## config.mk

```make
export PLATFORM = sky130hd
export DESIGN_NAME = display_link_frame_responder_core
export DESIGN_NICKNAME = d
export VERILOG_FILES = /design/src/rtl/dlfr_pkg.sv /design/src/rtl/dlfr_front.sv /design/src/rtl/dlfr_queue.sv /design/src/rtl/dlfr_back.sv /design/src/rtl/display_link_frame_responder_core.sv
export VERILOG_INCLUDE_DIRS = /design/src /design/src/rtl
export SDC_FILE = /design/constraint.sdc
export NUM_CORES = 1
export LEC_CHECK = 0
export ABC_CLOCK_PERIOD_IN_PS = 8550
export BUFFER_PORTS_ARGS = -buffer_cell sky130_fd_sc_hd__buf_4
export CAP_MARGIN = 20
export CELL_PAD_IN_SITES_DETAIL_PLACEMENT = 0
export CELL_PAD_IN_SITES_GLOBAL_PLACEMENT = 1
export CORE_MARGIN = 2
export CORE_UTILIZATION = 57
export CTS_BUF_LIST = sky130_fd_sc_hd__clkbuf_4 sky130_fd_sc_hd__clkbuf_8
export CTS_CLUSTER_DIAMETER = 60
export DETAILED_ROUTE_END_ITERATION = 12
export PLACE_DENSITY = 0.95
export SLEW_MARGIN = 0
export SYNTH_ARGS = -nofsm -noshare
export SYNTH_HDL_FRONTEND = slang
export SYNTH_HIERARCHICAL = 1
export SYNTH_SLANG_ARGS = --single-unit
```

## constraint.sdc

```tcl
create_clock -name clock -period 8.55 [get_ports clock]
set_input_delay 0 -clock clock [delete_from_list [all_inputs] [get_ports clock]]
set_output_delay 0 -clock clock [all_outputs]
set_load 0.03 [all_outputs]
```

## src/rtl/display_link_frame_responder_core_defines.svh

```systemverilog
// ----------------------------------------------------------------------------
// display link frame responder assertion macros
// immediate-free property wrappers, empty when synthesizing
// ----------------------------------------------------------------------------
`ifndef DISPLAY_LINK_FRAME_RESPONDER_CORE_DEFINES_SVH
`define DISPLAY_LINK_FRAME_RESPONDER_CORE_DEFINES_SVH
`ifndef SYNTHESIS
`define DLFR_ASSERT_IMPLY(label, clk, rst, ante, cons) \
   label: assert property (@(posedge clk) disable iff (rst) (ante) |-> (cons)) \
      else $error("dlfr property failed");
`define DLFR_ASSERT_NEXT(label, clk, rst, ante, cons) \
   label: assert property (@(posedge clk) disable iff (rst) (ante) |=> (cons)) \
      else $error("dlfr property failed");
`else
`define DLFR_ASSERT_IMPLY(label, clk, rst, ante, cons)
`define DLFR_ASSERT_NEXT(label, clk, rst, ante, cons)
`endif
`endif

```

## src/rtl/dlfr_pkg.sv

```systemverilog
// ----------------------------------------------------------------------------
// dlfr_pkg
// shared types, constants and reply byte builder of the frame responder
// ----------------------------------------------------------------------------
package dlfr_pkg;

   localparam int WIN_LEN     = 20;
   localparam int REPLY_LEN   = 14;
   localparam int CNT_W       = $clog2(WIN_LEN);
   localparam int IDX_W       = $clog2(REPLY_LEN + 1);
   localparam int QUEUE_DEPTH = 2;
   localparam int QPTR_W      = $clog2(QUEUE_DEPTH);
   localparam int QCNT_W      = $clog2(QUEUE_DEPTH + 1);

   localparam logic [7:0] HDR_B0 = 8'h01;
   localparam logic [7:0] HDR_B1 = 8'h14;
   localparam logic [7:0] HDR_B2 = 8'h01;
   localparam logic [7:0] MAGIC_B0 = 8'h02;
   localparam logic [7:0] MAGIC_B1 = 8'h0E;
   localparam logic [7:0] MAGIC_B2 = 8'h01;

   // error flag bit positions
   localparam int ERR_E06 = 0;
   localparam int ERR_E07 = 1;
   localparam int ERR_E09 = 2;
   localparam int ERR_E11 = 3;

   typedef enum logic [1:0] {
      CMD_BYTE  = 2'd0,
      CMD_TELEM = 2'd1,
      CMD_ERROR = 2'd2,
      CMD_NONE  = 2'd3
   } cmd_type;

   typedef enum logic [2:0] {
      EC_CLEAR = 3'd0,
      EC_E06   = 3'd1,
      EC_E07   = 3'd2,
      EC_E09   = 3'd3,
      EC_E11   = 3'd4
   } err_code_type;

   typedef enum logic [1:0] {
      KIND_REPLY    = 2'd0,
      KIND_REPORT   = 2'd1,
      KIND_CSUM_ERR = 2'd2
   } kind_type;

   typedef struct packed {
      logic [1:0]  cmd;
      logic [7:0]  rx_byte;
      logic [15:0] motor_current;
      logic [15:0] wheel_period;
      logic        brake_on;
      logic        push_on;
      logic [2:0]  error_code;
   } req_type;

   // one classified frame, with the telemetry snapshot taken when it closed
   typedef struct packed {
      logic        good;
      logic [15:0] current;
      logic [15:0] period;
      logic        brake;
      logic        push;
      logic [3:0]  err;
      logic [7:0]  assist;
      logic        assist_chg;
      logic        head;
      logic        head_chg;
      logic        push_req;
      logic [7:0]  attack;
      logic [7:0]  sens;
      logic        pas_chg;
   } job_type;

   typedef struct packed {
      logic full;
      logic empty;
   } q_stat_type;

   typedef struct packed {
      kind_type    kind;
      logic [7:0]  tx_byte;
      logic        last;
      logic [7:0]  assist_step;
      logic        assist_changed;
      logic        headlight;
      logic        headlight_changed;
      logic        push_request;
      logic [7:0]  pedal_attack;
      logic [7:0]  pedal_sense;
      logic        pas_changed;
   } rsp_type;

   function automatic logic [7:0] reply_byte(job_type j, logic [IDX_W-1:0] idx);
      logic [7:0] f3;
      logic [7:0] f4;
      logic [7:0] x;
      logic [7:0] b;
      f3 = {3'b000, j.err[ERR_E09], j.err[ERR_E06], j.push, 1'b0, j.err[ERR_E07]};
      f4 = {2'b00, j.brake, j.err[ERR_E11], 4'b0000};
      x  = MAGIC_B0 ^ MAGIC_B1 ^ MAGIC_B2 ^ f3 ^ f4 ^ j.current[15:8] ^ j.current[7:0]
           ^ j.period[15:8] ^ j.period[7:0];
      case (idx)
         IDX_W'(0):  b = MAGIC_B0;
         IDX_W'(1):  b = MAGIC_B1;
         IDX_W'(2):  b = MAGIC_B2;
         IDX_W'(3):  b = f3;
         IDX_W'(4):  b = f4;
         IDX_W'(6):  b = j.current[15:8];
         IDX_W'(7):  b = j.current[7:0];
         IDX_W'(8):  b = j.period[15:8];
         IDX_W'(9):  b = j.period[7:0];
         IDX_W'(REPLY_LEN - 1): b = x;
         default:    b = 8'h00;
      endcase
      return b;
   endfunction

endpackage

```

## src/rtl/dlfr_front.sv

```systemverilog
// ----------------------------------------------------------------------------
// dlfr_front
// accepts requests, keeps the receive window and telemetry, classifies frames
// ----------------------------------------------------------------------------
module dlfr_front
   import dlfr_pkg::*;
(
   input  logic    clock,
   input  logic    reset,
   input  logic    accept,
   input  req_type req,
   output logic    job_push,
   output job_type job
);

   logic [7:0]       window_ff [WIN_LEN];
   logic [7:0]       window_in [WIN_LEN];
   logic [CNT_W-1:0] count_ff, count_in;
   logic [15:0]      current_ff, current_in;
   logic [15:0]      period_ff, period_in;
   logic             brake_ff, brake_in;
   logic             push_ff, push_in;
   logic [3:0]       err_ff, err_in;
   logic [7:0]       prev_assist_ff, prev_assist_in;
   logic             prev_head_ff, prev_head_in;
   logic [7:0]       prev_attack_ff, prev_attack_in;
   logic [7:0]       prev_sens_ff, prev_sens_in;
   logic [7:0]       csum;
   logic             hdr_ok;
   logic             closing;

   always_comb begin
      csum = 8'h00;
      for (int i = 0; i < WIN_LEN - 1; i++) begin
         csum = csum ^ window_ff[i];
      end
   end

   assign hdr_ok  = (window_ff[0] == HDR_B0) && (window_ff[1] == HDR_B1) &&
                    (window_ff[2] == HDR_B2);
   assign closing = (count_ff == CNT_W'(WIN_LEN - 1));

   always_comb begin
      job.good       = (csum == req.rx_byte);
      job.current    = current_ff;
      job.period     = period_ff;
      job.brake      = brake_ff;
      job.push       = push_ff;
      job.err        = err_ff;
      job.assist     = window_ff[4];
      job.assist_chg = (window_ff[4] != prev_assist_ff);
      job.head       = window_ff[5][5];
      job.head_chg   = (window_ff[5][5] != prev_head_ff);
      job.push_req   = window_ff[5][1];
      job.attack     = window_ff[10];
      job.sens       = window_ff[9];
      job.pas_chg    = (window_ff[10] != prev_attack_ff) || (window_ff[9] != prev_sens_ff);
   end

   always_comb begin
      window_in      = window_ff;
      count_in       = count_ff;
      current_in     = current_ff;
      period_in      = period_ff;
      brake_in       = brake_ff;
      push_in        = push_ff;
      err_in         = err_ff;
      prev_assist_in = prev_assist_ff;
      prev_head_in   = prev_head_ff;
      prev_attack_in = prev_attack_ff;
      prev_sens_in   = prev_sens_ff;
      job_push       = 1'b0;
      if (accept) begin
         case (cmd_type'(req.cmd))
            CMD_TELEM: begin
               current_in = req.motor_current;
               period_in  = req.wheel_period;
               brake_in   = req.brake_on;
               push_in    = req.push_on;
            end
            CMD_ERROR: begin
               case (err_code_type'(req.error_code))
                  EC_E06:  err_in = err_ff | (4'b0001 << ERR_E06);
                  EC_E07:  err_in = err_ff | (4'b0001 << ERR_E07);
                  EC_E09:  err_in = err_ff | (4'b0001 << ERR_E09);
                  EC_E11:  err_in = err_ff | (4'b0001 << ERR_E11);
                  default: err_in = 4'b0000;
               endcase
            end
            CMD_BYTE: begin
               if (!closing) begin
                  window_in[count_ff] = req.rx_byte;
                  count_in            = count_ff + CNT_W'(1);
               end else if (hdr_ok) begin
                  count_in = '0;
                  job_push = 1'b1;
                  if (job.good) begin
                     prev_assist_in = job.assist;
                     prev_head_in   = job.head;
                     prev_attack_in = job.attack;
                     prev_sens_in   = job.sens;
                  end
               end else begin
                  // no frame start: slide the window by one byte
                  for (int i = 0; i < WIN_LEN - 2; i++) begin
                     window_in[i] = window_ff[i + 1];
                  end
                  window_in[WIN_LEN - 2] = req.rx_byte;
               end
            end
            default: ;
         endcase
      end
   end

   always_ff @(posedge clock) begin
      window_ff <= window_in;
      if (reset) begin
         count_ff       <= '0;
         current_ff     <= '0;
         period_ff      <= '0;
         brake_ff       <= 1'b0;
         push_ff        <= 1'b0;
         err_ff         <= '0;
         prev_assist_ff <= '0;
         prev_head_ff   <= 1'b0;
         prev_attack_ff <= '0;
         prev_sens_ff   <= '0;
      end else begin
         count_ff       <= count_in;
         current_ff     <= current_in;
         period_ff      <= period_in;
         brake_ff       <= brake_in;
         push_ff        <= push_in;
         err_ff         <= err_in;
         prev_assist_ff <= prev_assist_in;
         prev_head_ff   <= prev_head_in;
         prev_attack_ff <= prev_attack_in;
         prev_sens_ff   <= prev_sens_in;
      end
   end

endmodule

```

## src/rtl/dlfr_queue.sv

```systemverilog
// ----------------------------------------------------------------------------
// dlfr_queue
// short job queue between the classifier and the reply sequencer
// ----------------------------------------------------------------------------
module dlfr_queue
   import dlfr_pkg::*;
(
   input  logic       clock,
   input  logic       reset,
   input  logic       push,
   input  job_type    wdata,
   input  logic       pop,
   output job_type    rdata,
   output q_stat_type stat
);

   job_type           entry_ff [QUEUE_DEPTH];
   logic [QPTR_W-1:0] wr_ptr_ff, wr_ptr_in;
   logic [QPTR_W-1:0] rd_ptr_ff, rd_ptr_in;
   logic [QCNT_W-1:0] count_ff, count_in;
   logic              do_push, do_pop;

   assign stat.full  = (count_ff == QCNT_W'(QUEUE_DEPTH));
   assign stat.empty = (count_ff == '0);
   assign do_push    = push && !stat.full;
   assign do_pop     = pop && !stat.empty;
   assign rdata      = entry_ff[rd_ptr_ff];

   always_comb begin
      wr_ptr_in = wr_ptr_ff;
      rd_ptr_in = rd_ptr_ff;
      count_in  = count_ff;
      if (do_push) begin
         wr_ptr_in = (wr_ptr_ff == QPTR_W'(QUEUE_DEPTH - 1)) ? '0 : wr_ptr_ff + QPTR_W'(1);
      end
      if (do_pop) begin
         rd_ptr_in = (rd_ptr_ff == QPTR_W'(QUEUE_DEPTH - 1)) ? '0 : rd_ptr_ff + QPTR_W'(1);
      end
      case ({do_push, do_pop})
         2'b10:   count_in = count_ff + QCNT_W'(1);
         2'b01:   count_in = count_ff - QCNT_W'(1);
         default: count_in = count_ff;
      endcase
   end

   always_ff @(posedge clock) begin
      if (do_push) begin
         entry_ff[wr_ptr_ff] <= wdata;
      end
      if (reset) begin
         wr_ptr_ff <= '0;
         rd_ptr_ff <= '0;
         count_ff  <= '0;
      end else begin
         wr_ptr_ff <= wr_ptr_in;
         rd_ptr_ff <= rd_ptr_in;
         count_ff  <= count_in;
      end
   end

endmodule

```

## src/rtl/dlfr_back.sv

```systemverilog
// ----------------------------------------------------------------------------
// dlfr_back
// walks each queued job through its reply bytes and report, or one checksum error, into the output register
// ----------------------------------------------------------------------------
module dlfr_back
   import dlfr_pkg::*;
(
   input  logic       clock,
   input  logic       reset,
   input  q_stat_type q_stat,
   input  job_type    q_data,
   output logic       q_pop,
   input  logic       rsp_take,
   output logic       rsp_valid,
   output rsp_type    rsp
);

   logic [IDX_W-1:0] idx_ff, idx_in;
   logic             valid_ff, valid_in;
   rsp_type          rsp_ff, rsp_in;
   rsp_type          res;
   logic             load;

   assign load = !q_stat.empty && (!valid_ff || rsp_take);

   always_comb begin
      res = '0;
      if (!q_data.good) begin
         res.kind = KIND_CSUM_ERR;
         res.last = 1'b1;
      end else if (idx_ff == IDX_W'(REPLY_LEN)) begin
         res.kind              = KIND_REPORT;
         res.last              = 1'b1;
         res.assist_step       = q_data.assist;
         res.assist_changed    = q_data.assist_chg;
         res.headlight         = q_data.head;
         res.headlight_changed = q_data.head_chg;
         res.push_request      = q_data.push_req;
         res.pedal_attack      = q_data.attack;
         res.pedal_sense       = q_data.sens;
         res.pas_changed       = q_data.pas_chg;
      end else begin
         res.kind    = KIND_REPLY;
         res.tx_byte = reply_byte(q_data, idx_ff);
      end
   end

   always_comb begin
      idx_in   = idx_ff;
      valid_in = valid_ff;
      rsp_in   = rsp_ff;
      q_pop    = 1'b0;
      if (rsp_take) begin
         valid_in = 1'b0;
      end
      if (load) begin
         valid_in = 1'b1;
         rsp_in   = res;
         if (res.last) begin
            q_pop  = 1'b1;
            idx_in = '0;
         end else begin
            idx_in = idx_ff + IDX_W'(1);
         end
      end
   end

   assign rsp_valid = valid_ff;
   assign rsp       = rsp_ff;

   always_ff @(posedge clock) begin
      rsp_ff <= rsp_in;
      if (reset) begin
         idx_ff   <= '0;
         valid_ff <= 1'b0;
      end else begin
         idx_ff   <= idx_in;
         valid_ff <= valid_in;
      end
   end

endmodule

```

## src/rtl/display_link_frame_responder_core.sv

```systemverilog
// ----------------------------------------------------------------------------
// display_link_frame_responder_core
// display link frame checker and reply generator
// ----------------------------------------------------------------------------
// Requests enter through a queue-style port: a request is taken on a clock edge
// with push high and full low. req_cmd selects a received byte, a telemetry
// update or an error code update. Results leave through a second queue-style
// port: while empty is low the oldest result sits on the rsp_ ports, and it is
// taken on an edge with pop high.
// A byte that closes a 20-byte window starting 01 14 01 yields 15 results (14
// reply bytes, then the frame report) or one checksum error result. The first
// result passes the frame queue and the output register; the rest follow one
// per cycle while pop is high, from the reply sequencer, one frame at a time.
// Requests are taken one per cycle while full is low; full rises only when the
// two-entry frame queue between the classifier and the sequencer is full; at
// the link's pace it is not, since 20 bytes make a frame of at most 15 results.
// Stalling pop holds the current result; the queue then absorbs frames.
// Synchronous reset empties window, queue and output and clears telemetry,
// error flags and the last-frame settings.
// ----------------------------------------------------------------------------
`include "display_link_frame_responder_core_defines.svh"

module display_link_frame_responder_core
   import dlfr_pkg::*;
(
   input  logic        clock,
   input  logic        reset,
   input  logic        push,
   output logic        full,
   input  logic [1:0]  req_cmd,
   input  logic [7:0]  req_rx_byte,
   input  logic [15:0] req_motor_current,
   input  logic [15:0] req_wheel_period,
   input  logic        req_brake_on,
   input  logic        req_push_on,
   input  logic [2:0]  req_error_code,
   output logic        empty,
   input  logic        pop,
   output logic [1:0]  rsp_kind,
   output logic [7:0]  rsp_tx_byte,
   output logic        rsp_last,
   output logic [7:0]  rsp_assist_step,
   output logic        rsp_assist_changed,
   output logic        rsp_headlight,
   output logic        rsp_headlight_changed,
   output logic        rsp_push_request,
   output logic [7:0]  rsp_pedal_attack,
   output logic [7:0]  rsp_pedal_sense,
   output logic        rsp_pas_changed
);

   req_type    req;
   job_type    front_job, q_data;
   logic       front_push, q_pop;
   q_stat_type q_stat;
   rsp_type    rsp;
   logic       rsp_valid;
   logic       accept, take;

   assign full   = q_stat.full;
   assign accept = push && !full;
   assign empty  = !rsp_valid;
   assign take   = pop && rsp_valid;

   assign req.cmd           = req_cmd;
   assign req.rx_byte       = req_rx_byte;
   assign req.motor_current = req_motor_current;
   assign req.wheel_period  = req_wheel_period;
   assign req.brake_on      = req_brake_on;
   assign req.push_on       = req_push_on;
   assign req.error_code    = req_error_code;

   dlfr_front u_front (
      .clock    (clock),
      .reset    (reset),
      .accept   (accept),
      .req      (req),
      .job_push (front_push),
      .job      (front_job)
   );

   dlfr_queue u_queue (
      .clock (clock),
      .reset (reset),
      .push  (front_push),
      .wdata (front_job),
      .pop   (q_pop),
      .rdata (q_data),
      .stat  (q_stat)
   );

   dlfr_back u_back (
      .clock     (clock),
      .reset     (reset),
      .q_stat    (q_stat),
      .q_data    (q_data),
      .q_pop     (q_pop),
      .rsp_take  (take),
      .rsp_valid (rsp_valid),
      .rsp       (rsp)
   );

   assign rsp_kind              = rsp.kind;
   assign rsp_tx_byte           = rsp.tx_byte;
   assign rsp_last              = rsp.last;
   assign rsp_assist_step       = rsp.assist_step;
   assign rsp_assist_changed    = rsp.assist_changed;
   assign rsp_headlight         = rsp.headlight;
   assign rsp_headlight_changed = rsp.headlight_changed;
   assign rsp_push_request      = rsp.push_request;
   assign rsp_pedal_attack      = rsp.pedal_attack;
   assign rsp_pedal_sense       = rsp.pedal_sense;
   assign rsp_pas_changed       = rsp.pas_changed;

   `DLFR_ASSERT_NEXT(a_reset_empty, clock, 1'b0, reset, empty && !full)
   `DLFR_ASSERT_IMPLY(a_csum_err_last, clock, reset, !empty && (rsp.kind == KIND_CSUM_ERR), rsp.last)
   `DLFR_ASSERT_IMPLY(a_reply_not_last, clock, reset, !empty && (rsp.kind == KIND_REPLY), !rsp.last)
   `DLFR_ASSERT_IMPLY(a_pop_has_job, clock, reset, q_pop, !q_stat.empty)

endmodule
```

==> results of run 1 <==
-- placed cells by master, fill, tap and decap left out, drive strengths merged, types with 11 or more instances in the layout --
cell type,Yosys,layout
xnor3,13,13
edfxtp,328,328
and2,39,39
a21oi,74,74
mux2i,27,27
clkinv,1,17
inv,15,17
o21ai,17,17
a22oi,11,11
dfxtp,78,78
xnor2,148,148
mux2,68,68
a22o,127,127
nand2b,55,55
dlygate4sd3,0,54
buf,66,103
xor2,41,41
nand2,122,122
nor2,70,70
clkbuf,47,92
-- cell families after synthesis --
kind of cell / share of synthesized area
compound gates: 0.0956
xor+xnor: 0.104
fa+ha+maj: 0.00603
buf+inv: 0.0369
flops: 0.611
mux: 0.0555
simple gates: 0.0906
-- critical path, stage by stage, from the launching register on --
cell and delay, ps:
sky130_fd_sc_hd__dfxtp_1 400, sky130_fd_sc_hd__ha_1 390, sky130_fd_sc_hd__nand2_1 270, sky130_fd_sc_hd__nor2_4 150, sky130_fd_sc_hd__buf_4 630, sky130_fd_sc_hd__and3_1 400, sky130_fd_sc_hd__inv_1 80, sky130_fd_sc_hd__or3_1 380
sky130_fd_sc_hd__inv_2 590, sky130_fd_sc_hd__buf_4 530
-- state kept, by name, indices dropped and copies added (netlist names), 2 cells and up, named ones only --
register and cells:
u_front/prev_attack_ff 8, u_front/err_ff 4, u_front/count_ff 5, u_back/rsp 40, u_front/prev_sens_ff 8, u_front/job 26
u_front/window_ff 126, u_queue/count_ff 2, u_back/idx_ff 4, u_front/period_ff 16, u_front/prev_assist_ff 8, u_front/current_ff 16
u_queue/entry_ff 136
-- where the power goes --
part / leakage [nW] / switching, mW / internal, mW
sequential: 3.63 / 0.00595 / 2.12
clock: 0.717 / 0.757 / 0.989
combinational: 3.02 / 0.0603 / 0.0528
-- metrics by stage --
step / total power, mW / hold WS (ps) / std cells / setup WS, ps
floorplan: 2.22 / 69.1 / 1432 / 4780
global placement: 2.26 / 248 / 1863 / 4440
detailed placement: 2.26 / 257 / 1864 / 4340
CTS: 4.01 / 25.4 / 2036 / 4350
global route: 4.10 / 68.1 / 2036 / 4060
finish: 3.98 / 3.85 / 2036 / 4310
-- area by class of cell --
cell class,instances,area (µm²),share of cell area
inverters,16,60.1,0.00282
repair buffers,157,1310,0.0615
clock buffers,92,1140,0.0535
clock inverters,26,238,0.0112
flip-flops and latches,406,11400,0.535
multi-input cells,897,6600,0.310
well taps,442,553,0.0259
-- final timing paths --
| path | startpoint | end | cells after the start |
|---|---|---|---|
| worst max-delay path | u_front/count_ff[1] | u_queue/entry_ff[0][6] | 9 |
| worst min-delay path | reset | u_front/current_ff[8] | 2 |
| worst max register to register | u_front/count_ff[1] | u_queue/entry_ff[0][6] | 9 |
| worst min register to register | u_front/period_ff[15] | u_queue/entry_ff[1][50] | 0 |
-- layer usage --
| metal | routed length, µm | share of wire | up-vias | GRT usage |
|---|---|---|---|---|
| met1 | 17600 | 0.43 | 5542 | 0.338 |
| li1 | - | - | 5386 | - |
| met2 | 18800 | 0.46 | 548 | 0.380 |
| met4 | 1220 | 0.030 | 0 | 0.0937 |
| met5 | 0 | 0 | - | 0 |
| met3 | 3490 | 0.085 | 88 | 0.0462 |
==> out/qor.csv, run 1 <==
metric,value,unit
design.final.nets,1604,
clock-root-buffer,sky130_fd_sc_hd__clkbuf_8,
synthesis.area_per_instance,13.0,µm²
dr_vias_cell,5.68,
totalWireLength,41.1,mm
final.period_utilization,0.496,
hp-class,in -> reg,
worst_skew_pair.late_latency,590,ps
grt_setup_unrepaired,no,
post-dp-hpwl,26.4,mm
die_width,185,µm
die_area,34200,µm²
vias,11564,
cp_data_required_time,8760,ps
worst-path-max-fanout,80,
vdd_ir_drop_max,0.000132,V
drt_first_iter_violations,1292,
grt_pass1_vias,11468,
final_core_utilization,0.658,
setup.worst_path.start_class,register,
setup_total_negative_slack,0,ps
grt_overflow,0,
synth.distinct_cells,50,
synthesis.yosys.warnings,6,
post_route_cell_area,21300,µm²
register_to_register_setup_slack,4310,ps
drc,0,
number_of_instances_resized_during_post_cts_repair,0,
synth_top_area_cells,"sky130_fd_sc_hd__edfxtp_1 (53%), sky130_fd_sc_hd__dfxtp_1 (8.4%), sky130_fd_sc_hd__xnor2_1 (6.9%)",
status,finished clean,
cell_area_placed,19400,µm²
path_class,reg -> reg,
setup-violations-final,0,
port_buffers,92,
post-synth-top-count-cell,sky130_fd_sc_hd__edfxtp_1,
report.final.slew_viol_count,0,
yosys-top-cells-count,"sky130_fd_sc_hd__edfxtp_1 (328), sky130_fd_sc_hd__xnor2_1 (148), sky130_fd_sc_hd__a22o_1 (127)",
final_worst_path_period_need,4240,ps
postCtsHoldBufs,54,
maxSlewHeadroom,0.278,
clk_pin_slew,60,ps
globalRouteTotalUtil,0.243,
synth_edf_count,328,
cts_setup_buffers,0,
wl_per_cell,20.2,µm
design.core.area,32400,µm²
gp_routability_congestion,0.926,
ant_nets,0,
tightestPinTransition,1070,ps
yosysSeqAreaShare,0.611,
yosys_register_bits,406,
postSynthNetCount,1492,
worst_ep_arrival_time,4460,ps
syn_area,18700,µm²
grt_start_max_net_pins,101,
antenna-diode-count,0,
final_layout_size_suffix_gt1_frac,0.183,
yosysTopAreaCell,sky130_fd_sc_hd__edfxtp_1,
setup.worst_path.end_class,register,
synth_flop_cell,sky130_fd_sc_hd__edfxtp_1,
synth_async_sr_flop_share,0,
hold_viol,0,
area_growth_syn_to_layout,14.1,%
clock_tree.buffer_depth,3,
drt_pass1_iterations,7,
grt_antenna_before_repair,0,
die_height,185,µm
global_route_wire_length_before_repair,63.0,mm
core.rowCount,66,
filler_cell_count,2312,
htree_num_levels,3,
achievable-frequency,236,MHz
maxCapViolations,0,
boundaryPins,93,
cts_tree,built,
yosys.area.top_type_share,0.527,
cellLeakagePower,7.37,nW
clock-skew-final,30.6,ps
clock-sinks,406,
pwr_density_cell,187,nW/µm²
floorplan.initialDensity,0.577,
cts_buffers,66,
number_of_standard_cells_after_synthesis,1432,
Power figures use the tool's default switching activity.
==> inputs of run 2 (changes only) <==
--- a/config.mk
+++ b/config.mk
@@ -6,17 +6,17 @@
 export SDC_FILE = /design/constraint.sdc
 export NUM_CORES = 1
 export LEC_CHECK = 0
-export ABC_CLOCK_PERIOD_IN_PS = 8550
+export ABC_CLOCK_PERIOD_IN_PS = 4350
 export BUFFER_PORTS_ARGS = -buffer_cell sky130_fd_sc_hd__buf_4
 export CAP_MARGIN = 20
 export CELL_PAD_IN_SITES_DETAIL_PLACEMENT = 0
 export CELL_PAD_IN_SITES_GLOBAL_PLACEMENT = 1
 export CORE_MARGIN = 2
-export CORE_UTILIZATION = 57
+export CORE_UTILIZATION = 53
 export CTS_BUF_LIST = sky130_fd_sc_hd__clkbuf_4 sky130_fd_sc_hd__clkbuf_8
 export CTS_CLUSTER_DIAMETER = 60
 export DETAILED_ROUTE_END_ITERATION = 12
-export PLACE_DENSITY = 0.95
+export PLACE_DENSITY = 0.9
 export SLEW_MARGIN = 0
 export SYNTH_ARGS = -nofsm -noshare
 export SYNTH_HDL_FRONTEND = slang
==> constraint.sdc (replaced) <==
create_clock -name clock -period 4.35 [get_ports clock]
set_input_delay 0 -clock clock [delete_from_list [all_inputs] [get_ports clock]]
set_output_delay 0 -clock clock [all_outputs]
set_load 0.03 [all_outputs]
==> run 2 against run 1 <==
Net effect: final cell count grew 1.3%; die area grew 7.4%; maximum frequency grew 30%; critical path depth shrank 1; largest cell class unchanged; clock skew grew 10 ps; first-iteration DRC count shrank 10%; sequential power grew 97%; combinational power grew 98%; worst setup slack lost 3200 ps; via count grew 1.2%; utilization shrank 3.9 points.
==> out/qor.csv, run 2 (synthesis results as in run 1) <==
metric,value,unit
multiInputGateArea,6600,µm²
htree_num_levels,3,
final.period_utilization,0.749,
maxSlewHeadroom,0.371,
post_route_cell_area,21500,µm²
finish.cell_count_without_fillers,2063,
most_flops_register,u_queue/entry_ff,
design.core.area,34600,µm²
clock-skew-final,41.1,ps
worst-path-max-fanout,45,
seq_area,11400,µm²
grt_setup_unrepaired,no,
final_worst_path_period_need,3260,ps
vdd_ir_drop_max,0.000259,V
largest_reg_flops,136,
cell_area_placed,19500,µm²
postCtsHoldBufs,58,
grt_overflow,0,
ant_nets,0,
grt_start_max_net_pins,156,
p_total,7.81,mW
achievable-frequency,307,MHz
layout_commonest_cell,sky130_fd_sc_hd__edfxtp_1,
drt_pass1_iterations,5,
hold_viol,0,
path_class,reg -> reg,
drc,0,
hold_ws,192,ps
port_buffers,92,
setup_total_negative_slack,0,ps
clock-sinks,406,
worst_skew_pair.late_latency,610,ps
design.final.nets,1615,
area_growth_syn_to_layout,14.9,%
clock-root-buffer,sky130_fd_sc_hd__clkbuf_8,
hp-class,in -> reg,
totalWireLength,41.4,mm
setup-violations-final,0,
pwr_density_cell,364,nW/µm²
dr_vias_cell,5.68,
die_height,192,µm
die_width,192,µm
setup.worst_path.start_class,register,
boundaryPins,93,
layout.cells.most_common_list,"sky130_fd_sc_hd__edfxtp_1 (328), sky130_fd_sc_hd__xnor2_1 (148), sky130_fd_sc_hd__a22o_1 (127), sky130_fd_sc_hd__nand2_1 (122), sky130_fd_sc_hd__buf_4 (102)",
antenna-diode-count,0,
cellLeakagePower,7.46,nW
cts_buffers,69,
report.final.slew_viol_count,0,
die_area,36700,µm²
cts_setup_buffers,0,
core.rowCount,68,
tightestPinTransition,944,ps
globalRouteTotalUtil,0.231,
cts_tree,built,
gp_routability_congestion,0.883,
global_route_wire_length_before_repair,64.7,mm
status,finished clean,
worst_ep_arrival_time,3530,ps
floorplan.initialDensity,0.539,
setup.worst_path.end_class,register,
wl_per_cell,20.1,µm
grt_pass1_vias,11424,
clock_tree.buffer_depth,3,
number_of_instances_resized_during_post_cts_repair,0,
drt_first_iter_violations,1157,
final_layout_size_suffix_gt1_frac,0.189,
maxCapViolations,0,
grt_antenna_before_repair,0,
post-dp-hpwl,26.4,mm
placed_cells_incl_taps,1879,
vias,11708,
clk_pin_slew,60,ps
filler_cell_count,2592,
cp_data_required_time,4620,ps
[run 2: cell count changes in the layout (fill, tap and decap cells not counted)]
cell | before | now
sky130_fd_sc_hd__buf_12 | 0 | 3
sky130_fd_sc_hd__buf_2 | 1 | 2
sky130_fd_sc_hd__bufinv_16 | 4 | 1
sky130_fd_sc_hd__clkbuf_4 | 20 | 23
sky130_fd_sc_hd__clkbuf_8 | 72 | 77
sky130_fd_sc_hd__clkinv_1 | 11 | 8
sky130_fd_sc_hd__clkinv_2 | 6 | 11
sky130_fd_sc_hd__clkinv_8 | 0 | 2
sky130_fd_sc_hd__clkinvlp_4 | 4 | 0
sky130_fd_sc_hd__dlygate4sd3_1 | 54 | 58
sky130_fd_sc_hd__inv_6 | 1 | 3
sky130_fd_sc_hd__inv_8 | 1 | 0
[run 2: cell type report]
class	instances	share of cell area
multi-input combinational	897	0.307
tap	455	0.0265
clock inverter	24	0.00793
inverter	16	0.00280
sequential	406	0.532
timing repair buffer	165	0.0660
clock buffer	100	0.0574
[run 2: critical path: stages, from the launching register on]
cell                       delay [ps]
sky130_fd_sc_hd__edfxtp_1         410
sky130_fd_sc_hd__nor4b_1          450
sky130_fd_sc_hd__nand4_1          160
sky130_fd_sc_hd__nor2_1           260
sky130_fd_sc_hd__and3_1           350
sky130_fd_sc_hd__inv_1             80
sky130_fd_sc_hd__or3_1            390
sky130_fd_sc_hd__inv_2            450
sky130_fd_sc_hd__buf_12           330
[run 2: power breakdown]
group,internal (mW),switching [mW]
clock network,1.90,1.51
logic,0.106,0.118
registers,4.16,0.0114
total,6.17,1.64
[run 2: final timing paths]
path / from / to / slack, ps / cells past startpoint
worst max-delay path: u_front/window_ff[153] / u_queue/entry_ff[0][16] / 1090 / 8
worst min-delay path: push / u_front/current_ff[11] / 190 / 6
worst max register to register: u_front/window_ff[153] / u_queue/entry_ff[0][16] / 1090 / 8
worst min register to register: u_front/period_ff[0] / u_queue/entry_ff[1][35] / 450 / 0
[run 2: layer usage]
layer	part of all wire	vias up	routed length (µm)	GRT usage
li1	-	5413	-	-
met3	0.082	92	3410	0.0513
met1	0.44	5718	18200	0.334
met4	0.029	0	1190	0.0840
met2	0.45	485	18600	0.345
met5	0	-	0	0
[run 2: stage by stage]
stage,util,worst slack [ps]
after CTS,0.619,1120
after detailed placement,0.562,1150
final,0.620,1090
after global routing,0.620,922
after floorplan,-,584
after global placement,0.562,1230
